### src/hdl/lams_pkg.sv
// Shared types and constants for the local alignment max score block.
`default_nettype none
package lams_pkg;

    // One input beat.
    typedef struct packed {
        logic       cmd;
        logic [7:0] position;
        logic [1:0] base;
        logic       last;
    } item_t;

    // One result beat.
    typedef struct packed {
        logic [14:0] max_score;
        logic [6:0]  best_row;
        logic [7:0]  best_col;
    } result_t;

    // Scoring registers as seen by the datapath.
    typedef struct packed {
        logic [3:0]        match_score;
        logic signed [4:0] mismatch_score;
        logic signed [4:0] gap_score;
    } cfg_t;

    // Classified operation held in the queue between front and back.
    typedef struct packed {
        logic       is_ref;
        logic       store_en;
        logic [7:0] position;
        logic [1:0] base;
        logic       last;
    } op_t;

    // Queue handshake toward the back end.
    typedef struct packed {
        logic valid;
        op_t  op;
    } queue_out_t;

    localparam logic CMD_QUERY = 1'b0;
    localparam logic CMD_REF   = 1'b1;

    localparam logic [1:0] REG_MATCH    = 2'd0;
    localparam logic [1:0] REG_MISMATCH = 2'd1;
    localparam logic [1:0] REG_GAP      = 2'd2;

    localparam int          SCORE_W   = 16;
    localparam logic [14:0] SCORE_SAT = 15'h7fff;

endpackage
`default_nettype wire

### src/hdl/lams_front.sv
// Front end: accepts items, classifies them and queues them for the back end.
`default_nettype none
module lams_front
    import lams_pkg::*;
#(
    parameter int QUERY_LEN = 128,
    parameter int REF_LEN   = 256
)
(
    input  wire logic  clk,
    input  wire logic  rst_n,
    input  wire logic  start,
    input  wire item_t item,
    output logic       busy,
    output queue_out_t q_out,
    input  wire logic  q_pop
);

    op_t        op_reg [2];
    logic       wr_ptr_reg, wr_ptr_next;
    logic       rd_ptr_reg, rd_ptr_next;
    logic [1:0] count_reg, count_next;
    logic       push;
    op_t        op_new;

    // Classify the beat: sequence select and range check.
    always_comb
    begin
        op_new.is_ref   = (item.cmd == CMD_REF);
        op_new.position = item.position;
        op_new.base     = item.base;
        op_new.last     = item.last;
        if (item.cmd == CMD_REF)
        begin
            op_new.store_en = (int'(item.position) < REF_LEN);
        end
        else
        begin
            op_new.store_en = (int'(item.position) < QUERY_LEN);
        end
    end

    assign busy        = (count_reg == 2'd2);
    assign push        = start && !busy;
    assign q_out.valid = (count_reg != 2'd0);
    assign q_out.op    = op_reg[rd_ptr_reg];

    // Two-entry queue pointers.
    always_comb
    begin
        wr_ptr_next = push ? !wr_ptr_reg : wr_ptr_reg;
        rd_ptr_next = q_pop ? !rd_ptr_reg : rd_ptr_reg;
        count_next  = count_reg + {1'b0, push} - {1'b0, q_pop};
    end

    always_ff @(posedge clk or negedge rst_n)
    begin
        if (!rst_n)
        begin
            wr_ptr_reg <= 1'b0;
            rd_ptr_reg <= 1'b0;
            count_reg  <= 2'd0;
        end
        else
        begin
            wr_ptr_reg <= wr_ptr_next;
            rd_ptr_reg <= rd_ptr_next;
            count_reg  <= count_next;
        end
    end

    // Queue storage.
    always_ff @(posedge clk)
    begin
        if (push)
        begin
            op_reg[wr_ptr_reg] <= op_new;
        end
    end

endmodule
`default_nettype wire

### config.mk
export PLATFORM = sky130hd
export DESIGN_NAME = lams_front
export DESIGN_NICKNAME = d
export VERILOG_FILES = /design/src/hdl/lams_pkg.sv /design/src/hdl/lams_front.sv
export SDC_FILE = /design/constraint.sdc
export NUM_CORES = 1
export LEC_CHECK = 0
export BUFFER_PORTS_ARGS = -buffer_cell sky130_fd_sc_hd__buf_4
export CORE_ASPECT_RATIO = 0.8
export CORE_MARGIN = 2
export CORE_UTILIZATION = 30
export CTS_BUF_LIST = sky130_fd_sc_hd__clkbuf_4 sky130_fd_sc_hd__clkbuf_8
export CTS_CLUSTER_DIAMETER = 30
export DETAILED_ROUTE_END_ITERATION = 10
export SYNTH_ARGS = -nofsm -noshare
export SYNTH_HDL_FRONTEND = slang
export SYNTH_SLANG_ARGS = --single-unit
### constraint.sdc
create_clock -name clk -period 1.4 [get_ports clk]
set_input_delay 0.28 -clock clk [delete_from_list [all_inputs] [get_ports clk]]
set_output_delay 0.28 -clock clk [all_outputs]
set_load 0.005 [all_outputs]
==> impl_metrics.env, run 1 <==
export IMPL_rsz0062_at_grt="true"
export IMPL_post_place_cells=135
export IMPL_cp_end_kind="primary output"
export IMPL_hold_violations=0
export IMPL_cp_slowest_cell="dfrtp_1"
export IMPL_cp_top_family="flip-flops"
export IMPL_drtIter0Drc=15
export IMPL_critPathLaunchType="register"
export IMPL_crit_type="register to primary output"
export IMPL_htree_num_levels=2
export IMPL_power_frac_comb=0.386
export IMPL_hp_class="input pin to register"
export IMPL_p_seq_frac=0.413
export IMPL_die_y_um=59.1
export IMPL_numCtsBuffers=5
export IMPL_clockBufferDepth=2
export IMPL_final_common_cell="buf_4"
export IMPL_tns_ps=-2200
export IMPL_num_vias=640
export IMPL_ys_ff_latch=30
export IMPL_antenna_cells=0
export IMPL_fin_crit_ps=1580
export IMPL_io_buffers=30
export IMPL_arrival_ps=1300
export IMPL_vdd_ir_drop_max_mv=0.760
export IMPL_yosys_warnings=0
export IMPL_powerDensity_nw_per_um2=1960
export IMPL_clock_power_share=0.201
export IMPL_synth_cell_types=13
export IMPL_nFillCells=321
export IMPL_syn_inst=58
export IMPL_r2r_start="count_reg[1]"
export IMPL_reg2regPathDepth=7
export IMPL_instances_no_fill=147
export IMPL_largest_register_ff_count=26
export IMPL_cp_max_fo=13
export IMPL_clock_skew_final_ps=4.55
export IMPL_grt_antenna_before_repair=0
export IMPL_swShare=0.263
export IMPL_p_sw_uw=848
export IMPL_ys_seq_area_frac=0.774
export IMPL_max_freq_mhz=633
export IMPL_viasPerCell=4.35
export IMPL_gp_congestion=0.642
export IMPL_yosysTopAreaCell="edfxtp_1"
export IMPL_dieArea_um2=4310
export IMPL_syn_area_um2=1140
export IMPL_min_path_cells=1
export IMPL_dp_hpwl_um=1410
export IMPL_drc=0
export IMPL_synth_area_top_cells="edfxtp_1 (69%), mux2_2 (13%), dfrtp_1 (8.8%)"
export IMPL_whs_endpoint="op_reg[1][0]"
export IMPL_r2r_end="count_reg[1]"
export IMPL_track_usage=0.104
export IMPL_worstPathRequired_ps=1120
export IMPL_clk_latency_ps=270
export IMPL_grt_pass1_wl_um=3040
export IMPL_clk_pin_slew_ps=60
export IMPL_setup_viol=13
export IMPL_ant_nets=0
export IMPL_cp_num_buf_inv=2
export IMPL_die_x_um=72.9
export IMPL_io_pin_count=31
export IMPL_violations="setup timing"
export IMPL_synthToLayoutAreaGrowth_pct=44.5
export IMPL_final_nets=122
export IMPL_worstHoldStart="item[0]"
export IMPL_maxCapViolations=0
export IMPL_internal_power_mw=2.38
export IMPL_dr_pass1_iters=2
export IMPL_synth_top_area_share=0.686
export IMPL_worstPathCellList="buf_12, mux2_2, buf_4"
export IMPL_clkSinkCount=30
export IMPL_worst_r2r_setup_slack_ps=10
export IMPL_final_util=0.465
export IMPL_relSlewSlack=0.918
export IMPL_final_max_slew_viol_count=0
export IMPL_gr_total_overflow=0
export IMPL_root_buffer="clkbuf_8"
export IMPL_fin_ws_ps=-179
export IMPL_p_leak_nw=0.657
export IMPL_rows=19
export IMPL_period_share=1.13
export IMPL_wl_per_cell_um=13.1
export IMPL_outcome="finished with violations"
export IMPL_drive_above_1_share=0.648
export IMPL_grt_max_degree=14
export IMPL_start_util=0.321
export IMPL_slowest_delay_ps=390
export IMPL_tightest_slew_ps=122
export IMPL_cts_tree="yes"
export IMPL_final_cell_mix="buf_4 (36), edfxtp_1 (26), mux2_2 (12), clkbuf_8 (5), dfrtp_1 (3)"
export IMPL_routed_wl_um=1920
export IMPL_coreArea_um2=3540
export IMPL_postSynthNetCount=76
export IMPL_grt_pass1_vias=650
export IMPL_synth_avg_cell_area_um2=19.6
-- final cells by class --
type / count / area, um^2 / area share
Clock inverter: 2 / 8.76 / 0.00532
Timing Repair Buffer: 40 / 323 / 0.196
Multi-Input combinational cell: 25 / 295 / 0.179
Sequential cell: 30 / 882 / 0.536
Inverter: 2 / 7.51 / 0.00456
Tap cell: 42 / 52.6 / 0.0319
Clock buffer: 6 / 76.3 / 0.0464
-- repair_timing --
action | in CTS | in global routing
resized for setup | 3 | 2
pin swaps | 4 | 2
setup buffers | 3 | 0
hold buffers | 1 | 0
endpoints found under the setup margin | 15 | 15
endpoints found under the hold margin | 4 | 0
-- cell families (layout without fill, tap and decap cells) --
logic type               after synthesis  count (layout)  share of synthesized area
flip-flops                            30              30                      0.774
AND/OR/NAND/NOR                        6               6                     0.0286
multiplexers                          13              13                      0.129
XOR/XNOR                               4               4                     0.0308
buffers and inverters                  3              50                     0.0165
adder cells (fa/ha/maj)                2               2                     0.0220
-- worst register-to-register path: cells and delay by family (launching register included) --
family / cells / cell delay (ps)
DFF: 1 / 430
adders and majority gates: 2 / 410
xor gates and xnor gates: 2 / 240
buffers and inverters: 1 / 40
and+or+nand+nor: 2 / 160
-- worst max path at each step --
stage / startpoint / to / slack, ps / depth (start not counted)
3_3_place_gp: count_reg[1] / count_reg[1] / 30 / 7
4_1_cts: rd_ptr_reg / q_out[2] / -200 / 3
2_1_floorplan: count_reg[0] / count_reg[1] / 9 / 7
5_1_grt: rd_ptr_reg / q_out[2] / -230 / 3
3_5_place_dp: count_reg[1] / count_reg[1] / -4 / 7
6_report: rd_ptr_reg / q_out[2] / -180 / 3
-- cell usage after synthesis (all sizes together) --
library cell  count
nand2             1
inv               2
xnor2             3
xor2              1
mux2             13
buf               1
or2               1
and3              1
edfxtp           26
nor2              1
dfrtp             4
ha                2
nand2b            2
-- power by group through the flow --
stage | registers, mW | logic, mW | clock network, mW
6_report | 1.33 | 1.24 | 0.648
3_5_place_dp | 1.35 | 1.18 | 0
4_1_cts | 1.33 | 1.27 | 0.674
2_1_floorplan | 1.34 | 0.608 | 0
3_3_place_gp | 1.34 | 1.16 | 0
5_1_grt | 1.35 | 1.36 | 0.724
-- per-stage QoR --
| step | instance area [um^2] | setup slack, ps | hold slack (ps) | power, mW |
|---|---|---|---|---|
| 2_1_floorplan | 1190 | 9.18 | -15.6 | 1.95 |
| 3_3_place_gp | 1510 | 31.2 | 81.7 | 2.50 |
| 3_5_place_dp | 1510 | -3.65 | 81.7 | 2.53 |
| 4_1_cts | 1640 | -203 | 174 | 3.28 |
| 6_report | 1650 | -179 | 188 | 3.23 |
| 5_1_grt | 1650 | -226 | 169 | 3.44 |
-- layer usage --
metal / track usage / vias up / wire [um]
li1: - / 310 / -
met1: 0.120 / 300 / 872
met2: 0.145 / 26 / 827
met3: 0.0714 / 4 / 183
met4: 0.0556 / 0 / 36
met5: 0 / - / 0
Power figures use the tool's default switching activity.
==> inputs of run 2 (changes only) <==
--- a/config.mk
+++ b/config.mk
@@ -5,6 +5,7 @@
 export SDC_FILE = /design/constraint.sdc
 export NUM_CORES = 1
 export LEC_CHECK = 0
+export ABC_AREA = 1
 export BUFFER_PORTS_ARGS = -buffer_cell sky130_fd_sc_hd__buf_4
 export CORE_ASPECT_RATIO = 0.8
 export CORE_MARGIN = 2
==> impl_metrics.env, run 2 <==
export IMPL_outcome="finished with violations"
export IMPL_violations="setup timing"
export IMPL_htree_num_levels=2
export IMPL_ant_nets=0
export IMPL_synthArstFlopShare=0.133
export IMPL_routed_wl_um=2160
export IMPL_period_share=1.02
export IMPL_synthAdderAreaFrac=0.0203
export IMPL_num_vias=771
export IMPL_synthFlopType="edfxtp_1"
export IMPL_grtUsageMet2=0.178
export IMPL_synth_cell_types=12
export IMPL_r2r_start="count_reg[1]"
export IMPL_fin_crit_ps=1420
export IMPL_critPathLaunchType="register"
export IMPL_arrival_ps=1140
export IMPL_cp_num_buf_inv=2
export IMPL_max_freq_mhz=703
export IMPL_die_y_um=61.4
export IMPL_instances_no_fill=193
export IMPL_synthToLayoutAreaGrowth_pct=35.4
export IMPL_p_leak_nw=0.752
export IMPL_dp_hpwl_um=1500
export IMPL_final_cell_mix="buf_4 (30), edfxtp_1 (26), inv_1 (22), nand2_1 (22), o21ai_2 (10)"
export IMPL_gr_total_overflow=0
export IMPL_crit_type="register to primary output"
export IMPL_post_place_cells=184
export IMPL_final_nets=155
export IMPL_cp_startpoint="rd_ptr_reg"
export IMPL_antenna_cells=0
export IMPL_maxCapViolations=0
export IMPL_hold_violations=0
export IMPL_cp_max_fo=17
export IMPL_cts_tree="yes"
export IMPL_powerDensity_nw_per_um2=1940
export IMPL_whs_ps=186
export IMPL_numCtsBuffers=5
export IMPL_tightest_slew_ps=151
export IMPL_yosysTopAreaCell="edfxtp_1"
export IMPL_worstPathCellList="buf_12, o21ai_1, buf_4"
export IMPL_met1_usage=0.118
export IMPL_root_buffer="clkbuf_8"
export IMPL_setup_viol=4
export IMPL_syn_area_um2=1230
export IMPL_die_x_um=75.7
export IMPL_clockBufferDepth=2
export IMPL_viasPerCell=3.99
export IMPL_dieArea_um2=4650
export IMPL_grt_antenna_before_repair=0
export IMPL_postSynthNetCount=116
export IMPL_worstPathRequired_ps=1120
export IMPL_io_pin_count=31
export IMPL_final_common_cell="buf_4"
export IMPL_ys_ff_latch=30
export IMPL_track_usage=0.108
export IMPL_clk_pin_slew_ps=60
export IMPL_power_mw=3.24
export IMPL_fin_ws_ps=-22.6
export IMPL_grt_busiest_layer="met2"
export IMPL_synth_common_cells="edfxtp_1 (26), nand2_1 (24), inv_1 (22)"
export IMPL_slowest_delay_ps=420
export IMPL_critPathCapture="q_out[6]"
export IMPL_drtIter0Drc=12
export IMPL_synthMostInstantiatedCell="edfxtp_1"
export IMPL_largest_register_ff_count=26
export IMPL_coreArea_um2=3880
export IMPL_synth_compound_area_share=0.0740
export IMPL_drc=0
export IMPL_r2r_end="count_reg[1]"
export IMPL_cp_top_family="flip-flops"
export IMPL_dr_pass1_iters=3
export IMPL_grt_max_degree=18
export IMPL_nFillCells=365
export IMPL_clock_skew_final_ps=2.48
export IMPL_cp_end_kind="primary output"
export IMPL_synth_area_top_cells="edfxtp_1 (63%), dfrtp_1 (8.1%), nand2_1 (7.3%)"
export IMPL_gp_congestion=0.836
export IMPL_wl_per_cell_um=11.2
export IMPL_grt_util_met3=0.0458
export IMPL_synth_top_area_share=0.632
export IMPL_grt_pass1_vias=791
export IMPL_start_util=0.318
export IMPL_synth_avg_cell_area_um2=12.6
export IMPL_ys_seq_area_frac=0.713
export IMPL_rsz0062_at_grt="true"
export IMPL_vdd_ir_drop_max_mv=0.752
export IMPL_post_cts_setup_buffers=0
export IMPL_synth_xor_area_frac=0.00709
export IMPL_rows=20
export IMPL_worst_r2r_setup_slack_ps=70
export IMPL_synth_top_family_by_area="buffers and inverters"
export IMPL_io_buffers=30
export IMPL_final_max_slew_viol_count=0
export IMPL_yosys_warnings=0
export IMPL_relSlewSlack=0.899
export IMPL_reg2regPathDepth=7
export IMPL_hp_class="input pin to register"
export IMPL_clk_latency_ps=280
export IMPL_synth_mux_area_frac=0
export IMPL_cp_slowest_cell="dfrtp_1"
export IMPL_drive_above_1_share=0.391
export IMPL_cp_depth=3
export IMPL_syn_inst=98
export IMPL_synthSimpleGateAreaFrac=0.0841
export IMPL_grt_pass1_wl_um=3440
export IMPL_synth_edff_count=26
export IMPL_clkSinkCount=30
## run 2: cell types whose count changed after synthesis, moves of 2 or more
| cell | change |
|---|---|
| inv_1 | +20 |
| mux2_2 | -13 |
| nand2_1 | +23 |
| nand2b_1 | -2 |
| nand3_1 | +2 |
| o21ai_0 | +6 |
| o21ai_2 | +7 |
| xnor2_1 | -3 |
## run 2: metrics by stage
| stage | utilization | area (um^2) | worst slack [ps] | setup TNS [ps] |
|---|---|---|---|---|
| finish | 0.431 | 1670 | -22.6 | -57.9 |
| global route | 0.431 | 1670 | -81.7 | -862 |
| CTS | 0.428 | 1660 | -46.0 | -188 |
| detailed placement | 0.401 | 1560 | 30.8 | 0 |
| global placement | 0.401 | 1560 | 111 | 0 |
| floorplan | - | 1240 | 95.6 | 0 |
## run 2: layer usage
layer,vias to the layer above,routed length (um)
li1,392,-
met1,348,853
met2,24,1090
met3,7,158
met4,0,55
met5,-,0
## run 2: report_power, final
part | total, mW | leakage (nW) | internal, mW | switching [mW]
registers | 1.31 | 0.288 | 1.23 | 0.0816
clock network | 0.655 | 0.0460 | 0.360 | 0.295
logic | 1.28 | 0.417 | 0.650 | 0.625
total | 3.24 | 0.752 | 2.24 | 1.00
## run 2: cell type report
class                   instances  area (um^2)  share of cell area
clock buffers                   6         76.3              0.0457
well taps                      55         68.8              0.0412
inverters                      22         82.6              0.0494
flip-flops and latches         30          881               0.527
clock inverters                 2         8.76             0.00524
multi-input cells              43          248               0.148
repair buffers                 35          307               0.183
## run 2: cell families (layout without fill, tap and decap cells)
group,Yosys count,count (layout)
AOI/OAI and AO/OA,13,13
buffers and inverters,25,65
and+or+nand+nor,27,27
DFF,30,30
adders and majority gates,2,2
xor gates and xnor gates,1,1
## run 2: repair_timing
action | 4_1_cts | 5_1_grt
hold buffers | 1 | 0
endpoints found under the setup margin | 11 | 14
gates resized for setup | 8 | 4
hold endpoints to repair | 4 | 0
## run 2: how the worst min path moves through the flow
stage	slack [ps]	startpoint	depth (start not counted)	end
floorplan	-20	rst_n	0	count_reg[0]
global placement	80	rst_n	1	count_reg[1]
detailed placement	80	rst_n	1	count_reg[0]
CTS	170	item[5]	1	op_reg[1][5]
global route	170	item[8]	1	op_reg[1][8]
finish	190	item[5]	1	op_reg[1][5]
